`src/design/tlvp_pkg.sv`:
```
package tlvp_pkg;

    // Container depth limit and the widest string length that is accepted.
    localparam int MAX_NESTING        = 16;
    localparam int STRING_LENGTH_BITS = 32;
    localparam int DEPTH_W            = $clog2(MAX_NESTING + 1);

    // Control byte fields and special element types.
    localparam logic [4:0] TYPE_INT_LAST   = 5'h07;
    localparam logic [4:0] TYPE_BOOL_LAST  = 5'h09;
    localparam logic [4:0] TYPE_STR_FIRST  = 5'h10;
    localparam logic [4:0] TYPE_STR_LAST   = 5'h13;
    localparam logic [4:0] TYPE_CONT_FIRST = 5'h15;
    localparam logic [4:0] TYPE_CONT_LAST  = 5'h17;
    localparam logic [4:0] TYPE_END        = 5'h18;
    localparam logic [2:0] TAG_ANON        = 3'd0;
    localparam logic [2:0] TAG_CONTEXT     = 3'd1;

    // Byte roles reported with each result item.
    localparam logic [2:0] ROLE_CONTROL = 3'd0;
    localparam logic [2:0] ROLE_TAG     = 3'd1;
    localparam logic [2:0] ROLE_INT     = 3'd2;
    localparam logic [2:0] ROLE_STRLEN  = 3'd3;
    localparam logic [2:0] ROLE_STRBYTE = 3'd4;
    localparam logic [2:0] ROLE_END     = 3'd5;
    localparam logic [2:0] ROLE_IGNORED = 3'd6;

    // Status codes.
    localparam logic [2:0] ST_OK          = 3'd0;
    localparam logic [2:0] ST_UNSUPPORTED = 3'd1;
    localparam logic [2:0] ST_TOO_DEEP    = 3'd2;
    localparam logic [2:0] ST_TOO_LONG    = 3'd3;
    localparam logic [2:0] ST_TRUNCATED   = 3'd4;
    localparam logic [2:0] ST_STOPPED     = 3'd5;

    typedef enum logic [2:0] {
        PH_CONTROL,
        PH_TAG,
        PH_INT,
        PH_STRLEN,
        PH_STRBYTE
    } tlvp_phase_t;

    typedef struct packed {
        logic [7:0] data_byte;
        logic       buffer_end;
    } tlvp_in_t;

    typedef struct packed {
        logic [2:0]  byte_role;
        logic [4:0]  element_type;
        logic [2:0]  tag_form;
        logic [7:0]  context_tag;
        logic [63:0] field_value;
        logic        element_done;
        logic [4:0]  nesting_depth;
        logic [2:0]  status;
        logic        last_out;
    } tlvp_out_t;

    // Parser state carried from one item to the next.
    typedef struct packed {
        tlvp_phase_t                   phase;
        logic [4:0]                    cur_type;
        logic [2:0]                    cur_tag_form;
        logic [7:0]                    saved_tag;
        logic [3:0]                    field_left;
        logic [63:0]                   acc;
        logic [STRING_LENGTH_BITS-1:0] str_left;
        logic [DEPTH_W-1:0]            depth;
        logic                          halted;
    } tlvp_state_t;

    localparam tlvp_state_t STATE_RESET = '{
        phase:        PH_CONTROL,
        cur_type:     5'd0,
        cur_tag_form: 3'd0,
        saved_tag:    8'd0,
        field_left:   4'd0,
        acc:          64'd0,
        str_left:     '0,
        depth:        '0,
        halted:       1'b0
    };

    // Octet count selected by the low two bits of an integer or string type.
    function automatic logic [3:0] octet_size(input logic [1:0] code);
        logic [3:0] size;
        case (code)
            2'd0:    size = 4'd1;
            2'd1:    size = 4'd2;
            2'd2:    size = 4'd4;
            default: size = 4'd8;
        endcase
        return size;
    endfunction

endpackage

```
`src/design/tlvp_step.sv`:
```
module tlvp_step (
    input  tlvp_pkg::tlvp_state_t state,
    input  tlvp_pkg::tlvp_in_t    item,
    output tlvp_pkg::tlvp_state_t state_next,
    output tlvp_pkg::tlvp_out_t   result
);
    import tlvp_pkg::*;

    logic [7:0]  b;
    logic [2:0]  tf;
    logic [4:0]  et;
    logic [4:0]  body_type;
    logic        do_body;
    logic [2:0]  lane;
    logic [63:0] acc_new;
    logic [3:0]  left_new;
    logic        over;
    logic [STRING_LENGTH_BITS-1:0] str_new;

    assign b  = item.data_byte;
    assign tf = b[7:5];
    assign et = b[4:0];

    // Little-endian byte placement for integer values and string lengths.
    assign lane     = 3'(octet_size(state.cur_type[1:0]) - state.field_left);
    assign acc_new  = state.acc | (64'(b) << {lane, 3'b000});
    assign left_new = state.field_left - 4'd1;
    assign over     = (STRING_LENGTH_BITS >= 64) ? 1'b0
                    : (|(acc_new >> STRING_LENGTH_BITS));
    assign str_new  = state.str_left - 1'b1;

    // One parsing step for the current byte.
    always_comb
    begin
        state_next = state;
        result     = '0;
        result.byte_role = ROLE_IGNORED;
        result.status    = ST_OK;
        do_body    = 1'b0;
        body_type  = state.cur_type;

        if (state.halted)
        begin
            result.status = ST_STOPPED;
        end
        else
        begin
            case (state.phase)
                PH_CONTROL:
                begin
                    result.byte_role    = ROLE_CONTROL;
                    result.element_type = et;
                    result.tag_form     = tf;
                    if (tf == TAG_ANON && et == TYPE_END)
                    begin
                        result.byte_role    = ROLE_END;
                        result.element_done = 1'b1;
                        if (state.depth == '0)
                            state_next.halted = 1'b1;
                        else
                            state_next.depth = state.depth - 1'b1;
                    end
                    else if (tf > TAG_CONTEXT || !(et <= TYPE_BOOL_LAST
                             || (et >= TYPE_STR_FIRST && et <= TYPE_CONT_LAST)))
                    begin
                        result.status     = ST_UNSUPPORTED;
                        state_next.halted = 1'b1;
                    end
                    else if (et >= TYPE_CONT_FIRST && et <= TYPE_CONT_LAST
                             && 32'(state.depth) >= 32'(MAX_NESTING))
                    begin
                        result.status     = ST_TOO_DEEP;
                        state_next.halted = 1'b1;
                    end
                    else
                    begin
                        state_next.cur_type     = et;
                        state_next.cur_tag_form = tf;
                        state_next.saved_tag    = 8'd0;
                        body_type               = et;
                        if (tf == TAG_CONTEXT)
                            state_next.phase = PH_TAG;
                        else
                            do_body = 1'b1;
                    end
                end
                PH_TAG:
                begin
                    result.byte_role    = ROLE_TAG;
                    result.element_type = state.cur_type;
                    result.tag_form     = state.cur_tag_form;
                    result.context_tag  = b;
                    state_next.saved_tag = b;
                    do_body = 1'b1;
                end
                PH_INT, PH_STRLEN:
                begin
                    result.byte_role    = (state.phase == PH_INT) ? ROLE_INT : ROLE_STRLEN;
                    result.element_type = state.cur_type;
                    result.tag_form     = state.cur_tag_form;
                    result.context_tag  = state.saved_tag;
                    result.field_value  = acc_new;
                    state_next.acc        = acc_new;
                    state_next.field_left = left_new;
                    if (left_new == 4'd0)
                    begin
                        state_next.phase = PH_CONTROL;
                        if (state.phase == PH_INT)
                            result.element_done = 1'b1;
                        else if (over)
                        begin
                            result.status     = ST_TOO_LONG;
                            state_next.halted = 1'b1;
                        end
                        else if (acc_new == 64'd0)
                            result.element_done = 1'b1;
                        else
                        begin
                            state_next.str_left = acc_new[STRING_LENGTH_BITS-1:0];
                            state_next.phase    = PH_STRBYTE;
                        end
                    end
                end
                PH_STRBYTE:
                begin
                    result.byte_role    = ROLE_STRBYTE;
                    result.element_type = state.cur_type;
                    result.tag_form     = state.cur_tag_form;
                    result.context_tag  = state.saved_tag;
                    result.field_value  = state.acc;
                    state_next.str_left = str_new;
                    if (str_new == '0)
                    begin
                        result.element_done = 1'b1;
                        state_next.phase    = PH_CONTROL;
                    end
                end
                default:
                begin
                    state_next.phase = PH_CONTROL;
                end
            endcase

            // Header finished: set up the value, open a container, or finish.
            if (do_body)
            begin
                if (body_type <= TYPE_INT_LAST)
                begin
                    state_next.phase      = PH_INT;
                    state_next.field_left = octet_size(body_type[1:0]);
                    state_next.acc        = 64'd0;
                end
                else if (body_type >= TYPE_STR_FIRST && body_type <= TYPE_STR_LAST)
                begin
                    state_next.phase      = PH_STRLEN;
                    state_next.field_left = octet_size(body_type[1:0]);
                    state_next.acc        = 64'd0;
                end
                else if (body_type >= TYPE_CONT_FIRST && body_type <= TYPE_CONT_LAST)
                begin
                    state_next.depth = state.depth + 1'b1;
                    state_next.phase = PH_CONTROL;
                end
                else
                begin
                    state_next.phase    = PH_CONTROL;
                    result.element_done = 1'b1;
                end
            end
        end

        // A buffer that ends partway through an element's header or value is truncated.
        if (item.buffer_end && !state_next.halted && result.status == ST_OK
            && state_next.phase != PH_CONTROL)
            result.status = ST_TRUNCATED;

        result.nesting_depth = 5'(state_next.depth);
        result.last_out      = item.buffer_end;

        // The next byte after the buffer's last one starts a fresh buffer.
        if (item.buffer_end)
            state_next = STATE_RESET;
    end

endmodule

```
`src/design/tlv_element_stream_parser.sv`:
```
// Channel | Direction | Payload    | Handshake
// in      | input     | tlvp_in_t  | in_valid / in_ready
// out     | output    | tlvp_out_t | out_valid / out_ready
//
// One result item per input byte, one byte per cycle sustained while out_ready holds.
// A byte is held in the input register and its result is then registered in the
// result register, from which it is offered on the output channel.
// The parser state advances only when a byte moves from the input register into
// the result register; a stalled output holds both stages without loss.
// Reset returns the parser to expecting a control byte at depth zero.
module tlv_element_stream_parser (
    input  logic               clk,
    input  logic               rst_n,
    input  logic               in_valid,
    output logic               in_ready,
    input  tlvp_pkg::tlvp_in_t in_item,
    output logic               out_valid,
    input  logic               out_ready,
    output tlvp_pkg::tlvp_out_t out_item
);
    import tlvp_pkg::*;

    logic        in_valid_reg;
    tlvp_in_t    in_item_reg;
    logic        out_valid_reg;
    tlvp_out_t   out_item_reg;
    tlvp_state_t state_reg;
    tlvp_state_t state_next;
    tlvp_out_t   result;
    logic        advance;

    // The result register frees up when empty or when its item is taken.
    assign advance  = out_ready || !out_valid_reg;
    assign in_ready = !in_valid_reg || advance;

    tlvp_step u_step (
        .state      (state_reg),
        .item       (in_item_reg),
        .state_next (state_next),
        .result     (result)
    );

    // Input register.
    always_ff @(posedge clk or negedge rst_n)
    begin
        if (!rst_n)
            in_valid_reg <= 1'b0;
        else if (in_ready)
            in_valid_reg <= in_valid;
    end

    always_ff @(posedge clk)
    begin
        if (in_ready && in_valid)
            in_item_reg <= in_item;
    end

    // Parser state and result register.
    always_ff @(posedge clk or negedge rst_n)
    begin
        if (!rst_n)
        begin
            out_valid_reg <= 1'b0;
            state_reg     <= STATE_RESET;
        end
        else if (advance)
        begin
            out_valid_reg <= in_valid_reg;
            if (in_valid_reg)
                state_reg <= state_next;
        end
    end

    always_ff @(posedge clk)
    begin
        if (advance && in_valid_reg)
            out_item_reg <= result;
    end

    assign out_valid = out_valid_reg;
    assign out_item  = out_item_reg;

endmodule
```
`config.mk`:
```
export PLATFORM = sky130hd
export DESIGN_NAME = tlv_element_stream_parser
export DESIGN_NICKNAME = d
export VERILOG_FILES = /design/src/design/tlvp_pkg.sv /design/src/design/tlvp_step.sv /design/src/design/tlv_element_stream_parser.sv
export SDC_FILE = /design/constraint.sdc
export NUM_CORES = 1
export LEC_CHECK = 0
export ABC_AREA = 1
export BUFFER_PORTS_ARGS = -buffer_cell sky130_fd_sc_hd__buf_2
export CORE_ASPECT_RATIO = 1.5
export CORE_UTILIZATION = 60
export CTS_CLUSTER_SIZE = 40
export DETAILED_ROUTE_END_ITERATION = 6
export PLACE_DENSITY = 0.75
export SYNTH_ARGS = -nofsm -noshare
export SYNTH_HDL_FRONTEND = slang
export SYNTH_HIERARCHICAL = 1
export SYNTH_SLANG_ARGS = --single-unit
export TNS_END_PERCENT = 100
```
`constraint.sdc`:
```
create_clock -name clk -period 6.25 [get_ports clk]
set_input_delay 0.9375 -clock clk [delete_from_list [all_inputs] [get_ports clk]]
set_output_delay 0.9375 -clock clk [all_outputs]
set_load 0.005 [all_outputs]
```
# [Word level (Yosys, flattened, before mapping)]
# Cells that the tools add are included.
[classes] bitwise_logic=1 n_mux=78 n_reduce_logical=40 order_cmp=11 n_eq_ne=21 n_shift=1 n_addsub=5
[op_table] operator="two-way mux 68 bit" n=4
[op_table] operator="two-way mux 125 bit" n=2
[op_table] operator="two-way mux 32 bit" n=4
[op_table] operator="one-hot mux 64 bit (2 select lines)" n=1
[op_table] operator="logical NOT 64 bit" n=1
[op_table] operator="OR 64 bit" n=1
[op_table] operator="one-hot mux 32 bit (2 select lines)" n=1
[op_table] operator="left shift 8 x 6 -> 64 bit" n=1
[op_table] operator="two-way mux 5 bit" n=12
[op_table] operator="two-way mux 19 bit" n=3
[op_table] operator="one-hot mux 11 bit (4 select lines)" n=1
[op_table] operator="two-way mux 3 bit" n=14
[op_table] operator="logical NOT 32 bit" n=1
[op_table] operator="one-hot mux 8 bit (2 select lines)" n=2
[op_table] operator="OR reduction 32 bit" n=1
[op_table] operator="subtractor 32 x 1 -> 32 bit, second input constant" n=1
[op_table] operator="greater-or-equal comparator 5 bit, second input constant" n=5
[op_table] operator="two-way mux 1 bit" n=23
[op_table] operator="inequality test 3 bit, second input constant" n=6
[op_table] operator="<= comparator 5 bit, second input constant" n=3
[op_table] operator="AND reduction 7 bit" n=2
[op_table] operator="one-hot mux 3 bit (4 select lines)" n=1
[op_table] operator="one-hot mux 4 bit (3 select lines)" n=1
[op_table] operator="logical AND 1 bit" n=11
[op_table] operator="34 further kinds" n=55
[totals] ff_bits=229 input_bits=13 word_cells=179 output_inout_bits=95

# [Logic depth before layout (Yosys ltp)]
# Gate-level depths: netlist (run 1).
[depth] depth_word=20 depth_mapped=24

# [Hierarchy]
# The synthesis (run 1) kept the hierarchy.
[by_module_without_submodules] mod="tlv_element_stream_parser" instances=1 area_per_inst_um2=8066.5 seq_area_each_um2=6241.0 cells_each=653
[by_module_without_submodules] mod="tlvp_step" instances=1 area_per_inst_um2=6765.2 seq_area_each_um2=0.0 cells_each=1416

# [Worst setup path after synthesis (run 1)]
# Ideal clock, no wire load.
[synth_path] path_kind="in2reg" start="input out_ready" end="register out_item_reg, in the netlist out_item[0], enable pin" cell_stages=6 slack_ns=2.565 setup_ns=0.447 path_buffers=2 arrival_time_ns=3.238 t_required_ns=5.803 cell_sequence="inv_2 -> nand2_4 -> nand2_4 -> buf_6 -> buf_4 -> inv_1"
[synth_between] elab_chain_cells=2
[synth_lines] item="from (decl)" line_no="tlv_element_stream_parser.sv:18" rtl="input logic out_ready,"
[synth_lines] item="logical OR 1 bit" line_no="tlv_element_stream_parser.sv:33" rtl="assign advance = out_ready || !out_valid_reg;"
[synth_lines] item="logical AND 1 bit" line_no="tlv_element_stream_parser.sv:76" rtl="if (advance && in_valid_reg)"
[synth_lines] item="to (signal assigned)" line_no="tlv_element_stream_parser.sv:77" rtl="out_item_reg <= result;"
[synth_lines] item="to (decl)" line_no="tlv_element_stream_parser.sv:26" rtl="tlvp_out_t out_item_reg;"
# No other way between the ends.
# A chain may end at the register's enable or synchronous reset.

==> results.py, run 1 <==
metrics = {
    "placement": {
        "dp_slack_ns": 1.83,
        "placed_area_sq_mm": 0.0153,
        "port_buffers": 107,
        "routabilityCongestion": 0.996,
        "dp_cells": 2383,
        "hpwl_um": 29400,
    },
    "floorplan": {
        "die_h_um": 195,
        "io_pins": 108,
        "core-area_sq_mm": 0.0243,
        "die_area_sq_mm": 0.0254,
        "start_util": 0.609,
        "num_rows": 70,
        "die_w_um": 130,
    },
    "power_and_ir_drop": {
        "p_per_area_mw_per_mm2": 576,
        "power.total_mw": 9.31,
        "pwr-share-comb": 0.558,
        "power.ir.vdd_worst_v": 0.000366,
        "power.switching_mw": 4.77,
        "seq_power_share": 0.268,
        "internal_power_mw": 4.54,
        "swShare": 0.512,
        "clkPwrFrac": 0.174,
        "leakagePower_nw": 7.70,
    },
    "clocking": {
        "clk_pin_slew_ns": 0.07,
        "cts_hold_buf": 0,
        "cts_root_buf": "clkbuf_16",
        "h-tree-depth": 1,
        "numCtsBuffers": 24,
        "cts_buffer_depth": 3,
        "cts_resized": 0,
        "post_cts_buffers": 0,
        "cts_sinks": 229,
        "cts_tree": "done",
        "clkLatencyLatePin_ns": 0.53,
    },
    "routing": {
        "routed_wl_um": 45300,
        "ant_nets": 0,
        "wl_per_cell_um": 18.7,
        "dr.pass1.iters": 6,
        "drt_iter0_drc": 1467,
        "drc": 0,
        "viasPerCell": 6.10,
        "vias": 14813,
    },
    "timing": {
        "hold_viol_final": 0,
        "worst_slack_ns": 1.62,
        "tns_ns": 0,
        "period_needed_ns": 4.63,
        "min_period_over_period": 0.741,
        "fin_skew_ns": 0.0124,
        "holdWs_ns": 0.401,
        "tightest_slew_ns": 1.05,
        "max_clock_freq_ghz": 0.216,
        "relSlewSlack": 0.298,
        "finalMaxSlewViolations": 0,
        "setup_violations": 0,
        "rsz0062_at_grt": "no",
    },
    "synthesis": {
        "ys_seq_area_frac": 0.421,
        "netlist_area_sq_mm": 0.0148,
        "synth_area_leaders": "dfrtp_1 21%, edfxtp_1 21%, nand2_1 14%",
        "ys.flop_type": "dfrtp_1",
        "yosysWarnings": 6,
        "syn-instance-count": 2069,
        "ys_async_sr_fraction": 0.555,
        "synthMostInstantiatedCell": "nand2_1",
        "netlist.area_leader.share": 0.214,
        "syn_avg_cell_area_sq_um": 7.17,
        "synth_top_cell_by_area": "dfrtp_1",
        "synth-edff-count": 102,
        "ys_ff_latch": 229,
        "synthesis.nets": 2091,
        "synthTopCellsByCount": "549 x nand2_1, 230 x nand3_1, 213 x nor2_1, 186 x inv_1, 136 x a21oi_1",
        "synthDistinctLibCells": 41,
    },
    "grt": {
        "track_usage": 0.360,
        "grt_pass1_vias": 13986,
        "grt_first_pass_wirelength_um": 71800,
        "grt_max_degree": 98,
        "antenna_found_initial": 0,
        "grt.overflow.total": 0,
    },
    "worst_setup_path": {
        "cp.required_ns": 6.71,
        "critPathMaxStageDelay_ns": 0.90,
        "crit_fanout": 34,
        "crit_family": "simple AND/OR/NAND/NOR gates",
        "start_kind": "flip-flop",
        "critPathMostFrequentCell": "nand2_1",
        "endpoint_kind": "flip-flop",
        "reg2regPathDepth": 19,
        "worst-path-stages": 19,
        "cp_cell_sequence": "inv_1 > nand2_1 > ha_1 > inv_1 > fa_1 > inv_2 > nor3_1 > a21oi_1 > nand2_1 > nor2_1 > nand2_1 > nor2_2 > nand2_4 > nand3_4 > nand2_1 > nand3_1 > a31oi_1 > nand3_1 > nand2_1",
        "arrival_ns": 5.09,
        "worst-setup-path-type": "reg2reg",
        "crit_buf_inv": 3,
        "slowest_stage": "fa_1",
    },
    "final_layout": {
        "num-fill-cells": 2210,
        "stdcell_count": 2427,
        "num-nets-final": 2107,
        "postLayoutCoreUtil": 0.664,
        "design_area_sq_mm": 0.0162,
        "largest_reg_flops": 125,
        "antennaDiodeCount": 0,
        "area_growth_pct": 8.95,
        "drive_above_1_share": 0.0984,
    },
    "job": {
        "drv_cap": 0,
    },
    "outcome": {
        "outcome": "finished clean",
    },
    "hold_path": {
        "holdCritPathClass": "in2async",
    },
}
cells by family after synthesis:
family          after synthesis  synth area share
fa+ha+maj                     9           0.00810
simple gates               1097             0.316
flops                       229             0.421
xor+xnor                     14           0.00827
buf+inv                     336            0.0970
compound gates              384             0.150
power groups by stage:
stage	Clock, mW	Combinational, mW	Sequential, mW
6_report	1.62	5.19	2.49
5_1_grt	1.69	5.70	2.55
3_3_place_gp	0	4.93	2.49
3_5_place_dp	0	5.02	2.50
2_1_floorplan	0	3.80	2.39
4_1_cts	1.64	5.05	2.48
metal layers:
metal / up-vias / global-route usage / share of wire
li1: 6964 / - / -
met2: 722 / 0.614 / 0.50
met3: 127 / 0.0416 / 0.074
met5: - / 0 / 0
met1: 7000 / 0.442 / 0.38
met4: 0 / 0.183 / 0.046
cells in the final DEF, fill, tap and decap left out, types with 23 or more instances in the layout:
cell type / Yosys / routed
buf_4: 12 / 23
edfxtp_1: 102 / 102
o211a_1: 24 / 24
nor3_1: 35 / 35
a211oi_1: 42 / 42
o21ai_0: 125 / 125
a31oi_1: 37 / 37
inv_1: 186 / 184
dfrtp_1: 127 / 125
nand3_1: 230 / 230
nor2_1: 213 / 209
nand2_1: 549 / 549
a21oi_1: 136 / 136
nand4_1: 47 / 47
buf_2: 34 / 106
clkbuf_16: 0 / 25
area by class of cell:
| cell class | instances | area [sq um] | area share |
|---|---|---|---|
| inverter | 197 | 741 | 0.0458 |
| clock buffer | 33 | 696 | 0.0431 |
| sequential | 229 | 6250 | 0.387 |
| timing repair buffer | 129 | 703 | 0.0435 |
| multi-input combinational | 1504 | 7170 | 0.444 |
| tap | 324 | 405 | 0.0251 |
| clock inverter | 11 | 199 | 0.0123 |
worst paths after layout:
path | startpoint | to | slack (ns)
setup / recovery | state_reg[118] | state_reg[27] | 1.62
hold / removal | rst_n | state_reg[106] | 0.40
setup reg to reg | state_reg[118] | state_reg[27] | 1.62
hold reg to reg | state_reg[94] | state_reg[94] | 0.48
max in group asynchronous | rst_n | state_reg[0] | 4.70
min in group clk | state_reg[94] | state_reg[94] | 0.48
Power figures use the tool's default switching activity.
==> run 2: changes to the inputs <==
Settings changed: ABC_AREA 1 to 0, PLACE_DENSITY 0.75 to 0.76.
Clock period 6.25 ns to 4.7 ns, I/O delays scaled along.
==> run 2 against run 1 <==
Against the previous run: non-clock buffer count rose by 3; utilization rose by 1.5 points; synthesized area shrank 9.0%; worst hold slack worse by 0.25 ns; critical endpoint is now state_reg[28].
==> results.py, run 2 <==
metrics = {
    "clocking": {
        "numCtsBuffers": 23,
        "clkLatencyLatePin_ns": 0.52,
        "cts_resized": 0,
        "post_cts_buffers": 0,
        "cts_root_buf": "clkbuf_16",
        "cts_tree": "done",
        "cts_hold_buf": 0,
        "clk_pin_slew_ns": 0.07,
        "h-tree-depth": 1,
        "cts_sinks": 229,
        "cts_buffer_depth": 3,
    },
    "routing": {
        "ant_nets": 0,
        "vias": 11131,
        "wl_per_cell_um": 21.3,
        "viasPerCell": 6.62,
        "routed_wl_um": 35800,
        "drc": 0,
        "dr.pass1.iters": 5,
        "drt_iter0_drc": 1154,
    },
    "final_layout": {
        "largest_reg_flops": 125,
        "area_growth_pct": 9.98,
        "stdcell_count": 1682,
        "postLayoutCoreUtil": 0.679,
        "num-fill-cells": 1662,
        "multi_input_area_sq_mm": 0.00662,
        "drive_above_1_share": 0.230,
        "most-common-layout-cells": "215 x nor2_1, 166 x a21oi_1, 127 x dfrtp_1",
        "ff_latch_area_sq_mm": 0.00624,
        "num-nets-final": 1415,
        "design_area_sq_mm": 0.0149,
        "antennaDiodeCount": 0,
        "final_common_cell": "nor2_1",
    },
    "floorplan": {
        "die_area_sq_mm": 0.0231,
        "start_util": 0.617,
        "num_rows": 66,
        "core-area_sq_mm": 0.0219,
        "die_w_um": 124,
        "die_h_um": 186,
        "io_pins": 108,
    },
    "timing": {
        "period_needed_ns": 4.18,
        "min_period_over_period": 0.889,
        "hold_viol_final": 0,
        "tightest_slew_ns": 1.24,
        "rsz0062_at_grt": "no",
        "worst_slack_ns": 0.521,
        "max_clock_freq_ghz": 0.239,
        "holdWs_ns": 0.153,
        "tns_ns": 0,
        "finalMaxSlewViolations": 0,
        "setup_violations": 0,
        "fin_skew_ns": 0.0130,
        "relSlewSlack": 0.173,
    },
    "grt": {
        "grt_max_degree": 95,
        "track_usage": 0.306,
        "grt_pass1_vias": 10270,
        "grt_first_pass_wirelength_um": 56500,
        "antenna_found_initial": 0,
        "grt.overflow.total": 0,
    },
    "synthesis": {
        "synthMostInstantiatedCell": "nor2_1",
        "synth-edff-count": 102,
        "syn_avg_cell_area_sq_um": 10.0,
        "ys_seq_area_frac": 0.462,
        "ys.flop_type": "dfrtp_1",
        "ys_async_sr_fraction": 0.555,
        "netlist.area_leader.share": 0.235,
        "netlist_area_sq_mm": 0.0135,
        "synthDistinctLibCells": 82,
        "synthTopCellsByCount": "215 x nor2_1, 166 x a21oi_1, 127 x dfrtp_1, 102 x edfxtp_1, 90 x mux2_2",
        "synth_top_cell_by_area": "dfrtp_1",
        "synthesis.nets": 1371,
        "synth_area_leaders": "dfrtp_1 24%, edfxtp_1 23%, mux2_2 7.5%",
        "yosysWarnings": 6,
        "ys_ff_latch": 229,
        "syn-instance-count": 1349,
    },
    "job": {
        "drv_cap": 0,
    },
    "worst_setup_path": {
        "start_kind": "flip-flop",
        "cp.required_ns": 5.11,
        "reg2reg_slack_ns": 0.52,
        "crit_end": "state_reg[28]",
        "endpoint_kind": "flip-flop",
        "arrival_ns": 4.58,
        "crit_fanout": 32,
        "timing.rr.start": "state_reg[118]",
        "reg2reg_to": "state_reg[28]",
        "crit_start": "state_reg[118]",
        "worst-setup-path-type": "reg2reg",
        "reg2regPathDepth": 12,
    },
    "placement": {
        "hpwl_um": 22800,
        "placed_area_sq_mm": 0.0140,
        "routabilityCongestion": 0.906,
        "dp_slack_ns": 0.576,
        "dp_cells": 1640,
        "port_buffers": 107,
    },
    "hold_path": {
        "holdCritPathClass": "in2async",
    },
    "power_and_ir_drop": {
        "power.ir.vdd_worst_v": 0.000446,
        "power.total_mw": 9.10,
        "leakagePower_nw": 6.27,
        "p_per_area_mw_per_mm2": 613,
    },
    "outcome": {
        "outcome": "finished clean",
    },
}
## run 2: changes by cell type after synthesis, sizes merged, moves of 21 or more
cell    delta
a211oi    -37
a21o      +30
a21oi     +29
a22oi     +25
a31oi     -30
inv      -177
mux2     +129
mux2i     +29
nand2    -512
nand3    -220
nand4     -32
nor4      +40
o211a     -21
o21ai     -74
## run 2: worst min path at each step
stage | cells past startpoint | slack (ns) | end
2_1_floorplan | 0 | 0.41 | in_valid_reg
3_3_place_gp | 1 | 0.48 | out_valid
3_5_place_dp | 1 | 0.49 | out_valid
4_1_cts | 1 | 0.16 | state_reg[4]
5_1_grt | 1 | 0.17 | state_reg[4]
6_report | 1 | 0.15 | state_reg[1]
## run 2: area by class of cell
cell class                      instances  area share
Inverter                               18     0.00455
Clock inverter                         17      0.0146
Tap cell                              272      0.0229
Sequential cell                       229       0.420
Multi-Input combinational cell        989       0.446
Timing Repair Buffer                  132      0.0522
Clock buffer                           25      0.0399
## run 2: cells by family (layout without fill, tap and decap cells)
| logic type | count (synthesis) | in the layout | synth area share |
|---|---|---|---|
| compound gates | 362 | 362 | 0.168 |
| xor+xnor | 15 | 15 | 0.0108 |
| fa+ha+maj | 9 | 9 | 0.00890 |
| buf+inv | 131 | 192 | 0.0494 |
| flops | 229 | 229 | 0.462 |
| mux | 158 | 158 | 0.140 |
| simple gates | 445 | 445 | 0.161 |
## run 2: worst max-delay path, cell delays in order, from the launching register on
cell and delay [ns]:
dfrtp_1 0.44, or2_2 0.34, ha_1 0.18, inv_1 0.07
fa_1 0.55, nand2b_4 0.21, and3_1 0.19, a211o_1 0.27
a2111o_1 0.44, o221a_2 0.61, nand2b_1 0.33, o221ai_1 0.15
mux2_2 0.28
## run 2: per-layer routing
layer	vias up	global-route usage	wire length (um)	part of all wire
met5	-	0	0	0
met4	0	0.139	1580	0.044
met1	5416	0.401	14400	0.40
li1	5060	-	-	-
met3	106	0.0368	2560	0.071
met2	549	0.511	17200	0.48
## run 2: report_power, final
group | internal (mW) | switching [mW] | total [mW]
Combinational | 1.59 | 2.71 | 4.30
Sequential | 2.39 | 0.424 | 2.82
Clock | 1.19 | 0.796 | 1.99
Total | 5.17 | 3.93 | 9.10
